[config.mk]
export PLATFORM = sky130hd
export DESIGN_NAME = nsc_line_state
export DESIGN_NICKNAME = d
export VERILOG_FILES = /design/src/hw/rtl/nsc_pkg.sv /design/src/hw/rtl/nsc_line_state.sv
export SDC_FILE = /design/constraint.sdc
export NUM_CORES = 1
export LEC_CHECK = 0
export BUFFER_PORTS_ARGS = -buffer_cell sky130_fd_sc_hd__buf_2
export CORE_MARGIN = 2
export CORE_UTILIZATION = 30
export DETAILED_ROUTE_END_ITERATION = 8
export GPL_TIMING_DRIVEN = 0
export MAX_ROUTING_LAYER = met4
export PLACE_DENSITY = 0.54
export SLEW_MARGIN = 10
export SYNTH_ARGS = -nofsm -noshare
export SYNTH_HDL_FRONTEND = slang
export SYNTH_SLANG_ARGS = --single-unit
export TNS_END_PERCENT = 30
[constraint.sdc]
create_clock -name clk_i -period 6.29 [get_ports clk_i]
set_input_delay 1.258 -clock clk_i [delete_from_list [all_inputs] [get_ports clk_i]]
set_output_delay 1.258 -clock clk_i [all_outputs]
set_load 0.05 [all_outputs]
[src/hw/rtl/nsc_pkg.sv]
// nsc_pkg: shared types, character codes and hex helpers for the sentence checker
// used by nsc_line_state and nmea_sentence_checker; no dependencies
`default_nettype none

package nsc_pkg;

  localparam logic [7:0] ChDollar = 8'h24;
  localparam logic [7:0] ChStar   = 8'h2A;
  localparam logic [7:0] ChComma  = 8'h2C;
  localparam logic [7:0] ChLf     = 8'h0A;
  localparam logic [7:0] ChCr     = 8'h0D;
  localparam logic [7:0] MinLine  = 8'd9;
  localparam logic [7:0] LenMax   = 8'd255;
  localparam logic [4:0] CommaMax = 5'd30;

  localparam int AddrChars = 5;
  localparam int AddrBytes = 5;
  localparam int AddrW     = 8 * AddrBytes;
  localparam int InDataW   = 8;
  localparam int OutDataW  = 72;

  typedef enum logic [2:0] {
    ErrOk       = 3'd0,
    ErrShort    = 3'd1,
    ErrNoDollar = 3'd2,
    ErrNoStar   = 3'd3,
    ErrBadHex   = 3'd4,
    ErrMismatch = 3'd5
  } err_code_e;

  typedef struct packed {
    logic [7:0]       len;
    logic             dollar;
    logic [7:0]       sum;
    logic [7:0]       recent0;
    logic [7:0]       recent1;
    logic [7:0]       recent2;
    logic [4:0]       commas;
    logic [7:0]       comma_pos;
    logic [AddrW-1:0] addr;
  } line_state_t;

  typedef struct packed {
    logic [4:0]       field_count;
    logic [7:0]       address_len;
    logic [AddrW-1:0] address_word;
    logic [7:0]       computed_sum;
    logic [2:0]       error_code;
    logic             line_ok;
  } result_t;

  localparam int ResultW = $bits(result_t);

  function automatic logic is_hex(logic [7:0] c);
    logic digit;
    logic upper;
    logic lower;
    digit = (c >= 8'h30) && (c <= 8'h39);
    upper = (c >= 8'h41) && (c <= 8'h46);
    lower = (c >= 8'h61) && (c <= 8'h66);
    return digit || upper || lower;
  endfunction

  function automatic logic [3:0] hex_nibble(logic [7:0] c);
    logic [3:0] v;
    if (c <= 8'h39) begin
      v = c[3:0];
    end else begin
      v = c[3:0] + 4'd9;
    end
    return v;
  endfunction

endpackage

`default_nettype wire

[src/hw/rtl/nsc_line_state.sv]
// nsc_line_state: per-line state of the checker, updated once per processed byte
// depends on nsc_pkg
`default_nettype none

module nsc_line_state (
  input  wire logic                clk_i,
  input  wire logic                rst_ni,
  input  wire logic                step_i,
  input  wire logic [7:0]          byte_i,
  output nsc_pkg::line_state_t     line_o
);
  import nsc_pkg::*;

  line_state_t line_q, line_d;
  logic        eol;
  logic [7:0]  pos;
  logic [7:0]  c;
  logic        absorb;

  assign eol = (byte_i == ChLf) || (byte_i == ChCr);
  assign pos = line_q.len - 8'd3;
  assign c   = line_q.recent0;
  assign absorb = (line_q.len >= 8'd3) && (pos != 8'd0);

  always_comb begin
    line_d = line_q;
    if (eol) begin
      line_d = '0;
    end else begin
      if (line_q.len == 8'd0) begin
        line_d.dollar = (byte_i == ChDollar);
      end
      if (absorb) begin
        line_d.sum = line_q.sum ^ c;
        if (c == ChComma) begin
          if (line_q.commas < CommaMax) begin
            line_d.commas = line_q.commas + 5'd1;
          end
          if (line_q.comma_pos == 8'd0) begin
            line_d.comma_pos = pos;
          end
        end else if (line_q.comma_pos == 8'd0) begin
          for (int k = 0; k < AddrBytes; k++) begin
            if ((k < AddrChars) && (pos == 8'(AddrChars - k))) begin
              line_d.addr[8*k +: 8] = c;
            end
          end
        end
      end
      line_d.recent0 = line_q.recent1;
      line_d.recent1 = line_q.recent2;
      line_d.recent2 = byte_i;
      if (line_q.len != LenMax) begin
        line_d.len = line_q.len + 8'd1;
      end
    end
  end

  always_ff @(posedge clk_i or negedge rst_ni) begin
    if (!rst_ni) begin
      line_q <= '0;
    end else if (step_i) begin
      line_q <= line_d;
    end
  end

  assign line_o = line_q;

endmodule

`default_nettype wire

==> impl_metrics.json, run 1 <==
{
  "synth_cell_types": 50,
  "fillers": 1463,
  "crit_path_end_kind": "flop",
  "synth_ff_type": "dfrtp_1",
  "port_buffers": 104,
  "final-hold-violation-count": 0,
  "n_antenna_cell": 0,
  "htreeDepth": 3,
  "vias_per_cell": 4.97,
  "die-area_um2": 16000,
  "synth-seq-area-share": 0.523,
  "cts_buffers": 9,
  "worst_slew_pin_slew_ns": 0.909,
  "ys_seq_elements": 94,
  "slew_headroom": 0.392,
  "clk_latency_ns": 0.35,
  "ctsHoldBuffers": 0,
  "place_worst_setup_slack_ns": 2.88,
  "period_needed_ns": 3.08,
  "first_pass_iters": 4,
  "syn_inst": 438,
  "antenna_found_initial": 0,
  "r2r_start": "line_o[87]",
  "synth.avg_cell_area_um2": 10.3,
  "die_x_um": 126,
  "start_util": 0.308,
  "r2r-end": "line_o[14]",
  "drc_errors": 0,
  "clockBufferDepth": 2,
  "io_pins": 105,
  "grt_pass1_vias": 3691,
  "clock_skew_ns": 0.00938,
  "globalRouteTotalUtil": 0.164,
  "min-delay-path-class": "reg2reg",
  "p_leak_uw": 0.00286,
  "clock_sinks": 94,
  "dp_hpwl_um": 9310,
  "cts_tree": "done",
  "rows": 44,
  "syn_area_um2": 4500,
  "required_ns": 6.52,
  "area_delta_synth_final_pct": 24.4,
  "drive_gt1_frac": 0.250,
  "worstPathMaxFanout": 8,
  "synth_area_leaders": "dfrtp_1 (52%), mux2i_1 (7.1%), nand2_1 (5.2%)",
  "cts.clk_slew.worst_paths_ns": 0.06,
  "cts_setup_buffers": 0,
  "rr_worst_depth": 6,
  "worst_slack_ns": 3.21,
  "reg2reg_slack_ns": 3.50,
  "postCtsResizedCells": 0,
  "wl_um": 12500,
  "grt_max_degree": 52,
  "powerDensity_nw_per_um2": 503,
  "setup_tns_ns": 0,
  "arrival_ns": 3.31,
  "grt-ovfl-total": 0,
  "wl_per_cell_um": 16.8,
  "setup_viol": 0,
  "startpoint": "byte_i[4]",
  "endpoint": "line_o[14]",
  "synth_nets": 454,
  "min_period_over_period": 0.489,
  "drt_iter0_drc": 183,
  "start_kind": "primary input",
  "ir_drop_uv": 246,
  "final_nets": 570,
  "antenna_left": 0,
  "synth_top_area_cell": "dfrtp_1",
  "crit_type": "in2reg",
  "status": "complete, no violations",
  "fin_hold_ws_ns": 0.504,
  "cap_violations": 0,
  "synth_top_area_share": 0.523,
  "ctsRootBufferMaster": "clkbuf_16",
  "place_congestion": 0.856,
  "grt_setup_unrepaired": "no",
  "regArea_um2": 2350,
  "async_flop_share": 1.00,
  "dpl_cell_area_um2": 5280,
  "synth_enable_flop_cells": 0,
  "ys_warn_count": 0,
  "vias": 3689,
  "fmax_mhz": 325,
  "stdcell_area_um2": 5590,
  "dieHeight_um": 126,
  "coreArea_um2": 14600,
  "grt_pass1_wl_um": 20000,
  "multi_input_area_um2": 1910,
  "report.final.slew_viol_count": 0
}
==> placed cells by master (no fill, tap or decap), types with 4 or more instances in the layout <==
cell       synthesis  routed
clkbuf_16          0       9
xor2_1            14      14
buf_2              4     107
a22o_1             8       8
and3_1             4       4
nor2_1            22      22
inv_1             27      27
mux2_2             5       5
a21oi_1            5       5
mux2i_1           32      32
o2111ai_1          5       5
nand4_1            6       6
o211ai_1           9       9
o21ai_0           32      32
nor3_1             5       5
clkbuf_1          25      27
dfrtp_1           94      94
nand2_1           62      62
nand3_1           25      25
nor3b_1            4       4
ha_1               5       5
xnor2_1            5       5
==> cell families (layout without fill, tap and decap cells) <==
kind of cell	after synthesis	in the layout	synth area share
buffers and inverters	58	179	0.0512
adder cells (fa/ha/maj)	5	5	0.0139
XOR/XNOR	19	19	0.0370
multiplexers	37	37	0.0838
AO/OA/AOI/OAI	72	72	0.107
flip-flops	94	94	0.523
AND/OR/NAND/NOR	153	153	0.184
==> area by class of cell <==
| type | instances | area share |
|---|---|---|
| clock inverters | 5 | 0.0148 |
| flip-flops and latches | 94 | 0.421 |
| clock buffers | 11 | 0.0416 |
| multi-input cells | 286 | 0.342 |
| plain buffers | 31 | 0.0230 |
| repair buffers | 105 | 0.0984 |
| well taps | 184 | 0.0412 |
| inverters | 27 | 0.0181 |
==> report_power, final <==
part / internal (µW) / switching (µW) / total (µW)
combinational: 320 / 1010 / 1330
sequential: 773 / 135 / 907
clock: 350 / 230 / 580
==> worst min-delay path by stage <==
stage                           from          to  slack [ns]  depth (start not counted)
after detailed placement  line_o[10]  line_o[10]        0.49                          1
after floorplan            line_o[0]   line_o[0]        0.76                          2
after global routing      line_o[43]  line_o[43]        0.53                          2
after global placement    line_o[10]  line_o[10]        0.49                          1
final                     line_o[14]  line_o[14]        0.50                          1
after CTS                 line_o[12]  line_o[12]        0.51                          1
==> through the flow <==
step / utilization / total power [µW] / cells
floorplan: - / 1900 / 438
global placement: 0.360 / 2230 / 726
detailed placement: 0.362 / 2250 / 727
CTS: 0.383 / 2840 / 743
global route: 0.383 / 2960 / 743
finish: 0.383 / 2810 / 743
==> state kept, by name, indices dropped and copies added, names as in the netlist <==
signal	cells
line_o	86
c	8
==> metal layers <==
layer | vias to the layer above | share of wire | wire (µm) | global-route usage
met2 | 116 | 0.44 | 5520 | 0.239
met5 | - | 0 | 0 | -
met3 | 15 | 0.066 | 827 | 0.0540
met1 | 1798 | 0.48 | 6020 | 0.224
met4 | 0 | 0.011 | 142 | 0.0336
li1 | 1760 | - | - | -
==> synth_stat cells (2+ instances only) <==
cell       instances
o21ai_0           32
ha_1               5
a22o_1             8
buf_2              4
xnor2_1            5
xor2_1            14
nor2_1            22
mux2i_1           32
nor3_1             5
nand2_1           62
clkbuf_1          25
a21oi_1            5
nor4_1             3
and2_1             3
a211oi_1           2
o211ai_1           9
inv_1             27
o31ai_1            3
nand4_4            3
dfrtp_1           94
mux2_2             5
nand4_1            6
nor3b_1            4
and3_1             4
o2111ai_1          5
or4_1              2
and4_1             2
nand3_1           25
==> worst max-delay path, cell delays in order <==
cell	delay (ns)
buf_2	0.11
nor3_1	0.36
o2111a_1	0.47
and2_1	0.17
clkbuf_1	0.41
a31oi_2	0.20
a22o_1	0.32
Note: power is estimated with default switching activity, not from simulation.
==> run 2, diff against run 1 <==
Settings changed: PLACE_DENSITY 0.54 to 0.55.
Clock period 6.29 ns to 2.55 ns, I/O delays scaled along.
==> impl_metrics.json, run 2 (synthesized netlist as in run 1, its figures left out) <==
{
  "die-area_um2": 16000,
  "fillers": 1463,
  "ctsHoldBuffers": 0,
  "clockBufferDepth": 2,
  "crit_type": "reg2reg",
  "cts.clk_slew.worst_paths_ns": 0.07,
  "worstPathMaxFanout": 8,
  "worst_slack_ns": 0.0655,
  "cts_buffers": 9,
  "status": "complete, no violations",
  "n_antenna_cell": 0,
  "period_needed_ns": 2.48,
  "cts_tree": "done",
  "start_util": 0.308,
  "final_cell_mix": "buf_2 (107), dfrtp_1 (88), nand2_1 (62)",
  "final_cells": 747,
  "start_kind": "flop",
  "globalRouteTotalUtil": 0.163,
  "grt-ovfl-total": 0,
  "port_buffers": 104,
  "dieHeight_um": 126,
  "final_nets": 574,
  "cap_violations": 0,
  "io_pins": 105,
  "dp_hpwl_um": 9270,
  "die_x_um": 126,
  "clk_latency_ns": 0.35,
  "clock_sinks": 94,
  "place_worst_setup_slack_ns": -0.203,
  "grt_pass1_wl_um": 20100,
  "fmax_mhz": 402,
  "ctsRootBufferMaster": "clkbuf_16",
  "area_delta_synth_final_pct": 27.2,
  "htreeDepth": 3,
  "multi_input_area_um2": 1960,
  "min_period_over_period": 0.974,
  "antenna_left": 0,
  "arrival_ns": 2.77,
  "report.final.slew_viol_count": 0,
  "total_power_uw": 7120,
  "setup_viol": 0,
  "antenna_found_initial": 0,
  "fin_hold_ws_ns": 0.112,
  "powerDensity_nw_per_um2": 1240,
  "crit_path_end_kind": "flop",
  "drive_gt1_frac": 0.281,
  "grt_max_degree": 62,
  "place_congestion": 0.824,
  "vias_per_cell": 4.94,
  "final_common_cell": "buf_2",
  "largest_reg_flops": 86,
  "dp.cells": 727,
  "setup_tns_ns": 0,
  "drc_errors": 0,
  "wl_um": 12400,
  "vias": 3692,
  "drt_iter0_drc": 187,
  "final-hold-violation-count": 0,
  "first_pass_iters": 4,
  "grt_pass1_vias": 3798,
  "min-delay-path-class": "in2async",
  "coreArea_um2": 14600,
  "slew_headroom": 0.617,
  "worst_slew_pin_slew_ns": 0.573,
  "ir_drop_uv": 593,
  "regArea_um2": 2360,
  "required_ns": 2.83,
  "p_leak_uw": 0.00291,
  "wl_per_cell_um": 16.6,
  "clock_skew_ns": 0.00892,
  "grt_setup_unrepaired": "yes",
  "rows": 44
}
## run 2: changes by cell type in the layout (fill, tap and decap cells not counted), sizes merged
cell,delta
clkbuf,-1
inv,+1
clkinv,-1
buf,+5
## run 2: critical path, cell delays in order (launching register included)
cell and delay [ns]:
dfrtp_2 0.49, or4b_4 0.57, nor4_4 0.33, buf_4 0.19, nor4b_4 0.04, buf_4 0.17, a31oi_2 0.42, a22o_1 0.22
## run 2: timing repair
| item | 4_1_cts | 5_1_grt |
|---|---|---|
| setup endpoints to repair | 43 | 58 |
| pin swaps | 1 | 1 |
| setup buffers | 2 | 3 |
| gates resized for setup | 2 | 7 |
## run 2: worst paths after layout
| path | from | end | slack [ns] | depth (start not counted) |
|---|---|---|---|---|
| setup / recovery | c[7] | line_o[14] | 0.07 | 7 |
| hold / removal | rst_ni | line_o[54] | 0.11 | 1 |
| setup reg to reg | c[7] | line_o[14] | 0.07 | 7 |
| hold reg to reg | line_o[9] | line_o[9] | 0.50 | 1 |
| max in group asynchronous | rst_ni | line_o[87] | 1.74 | 2 |
| min in group clk_i | byte_i[6] | line_o[59] | 0.41 | 2 |
## run 2: area by class of cell
class,count,area share
Sequential cell,94,0.413
Multi-Input combinational cell,286,0.342
Timing Repair Buffer,110,0.105
Clock buffer,11,0.0442
Tap cell,184,0.0402
Buffer,30,0.0223
Inverter,27,0.0177
Clock inverter,5,0.0155
## run 2: power breakdown
part / total (µW) / leakage (µW) / switching [µW] / internal (µW)
logic: 3340 / 0.00154 / 2490 / 855
registers: 2250 / 0.00121 / 340 / 1910
clock network: 1520 / 0.000168 / 596 / 925
## run 2: through the flow
stage,utilization,area [µm²]
finish,0.392,5720
global route,0.392,5720
CTS,0.389,5680
detailed placement,0.364,5310
global placement,0.362,5280
floorplan,-,4530
## run 2: routing by layer
metal | track usage | routed length [µm]
met5 | - | 0
met4 | 0.0588 | 238
met3 | 0.0367 | 601
met2 | 0.244 | 5520
met1 | 0.219 | 6040
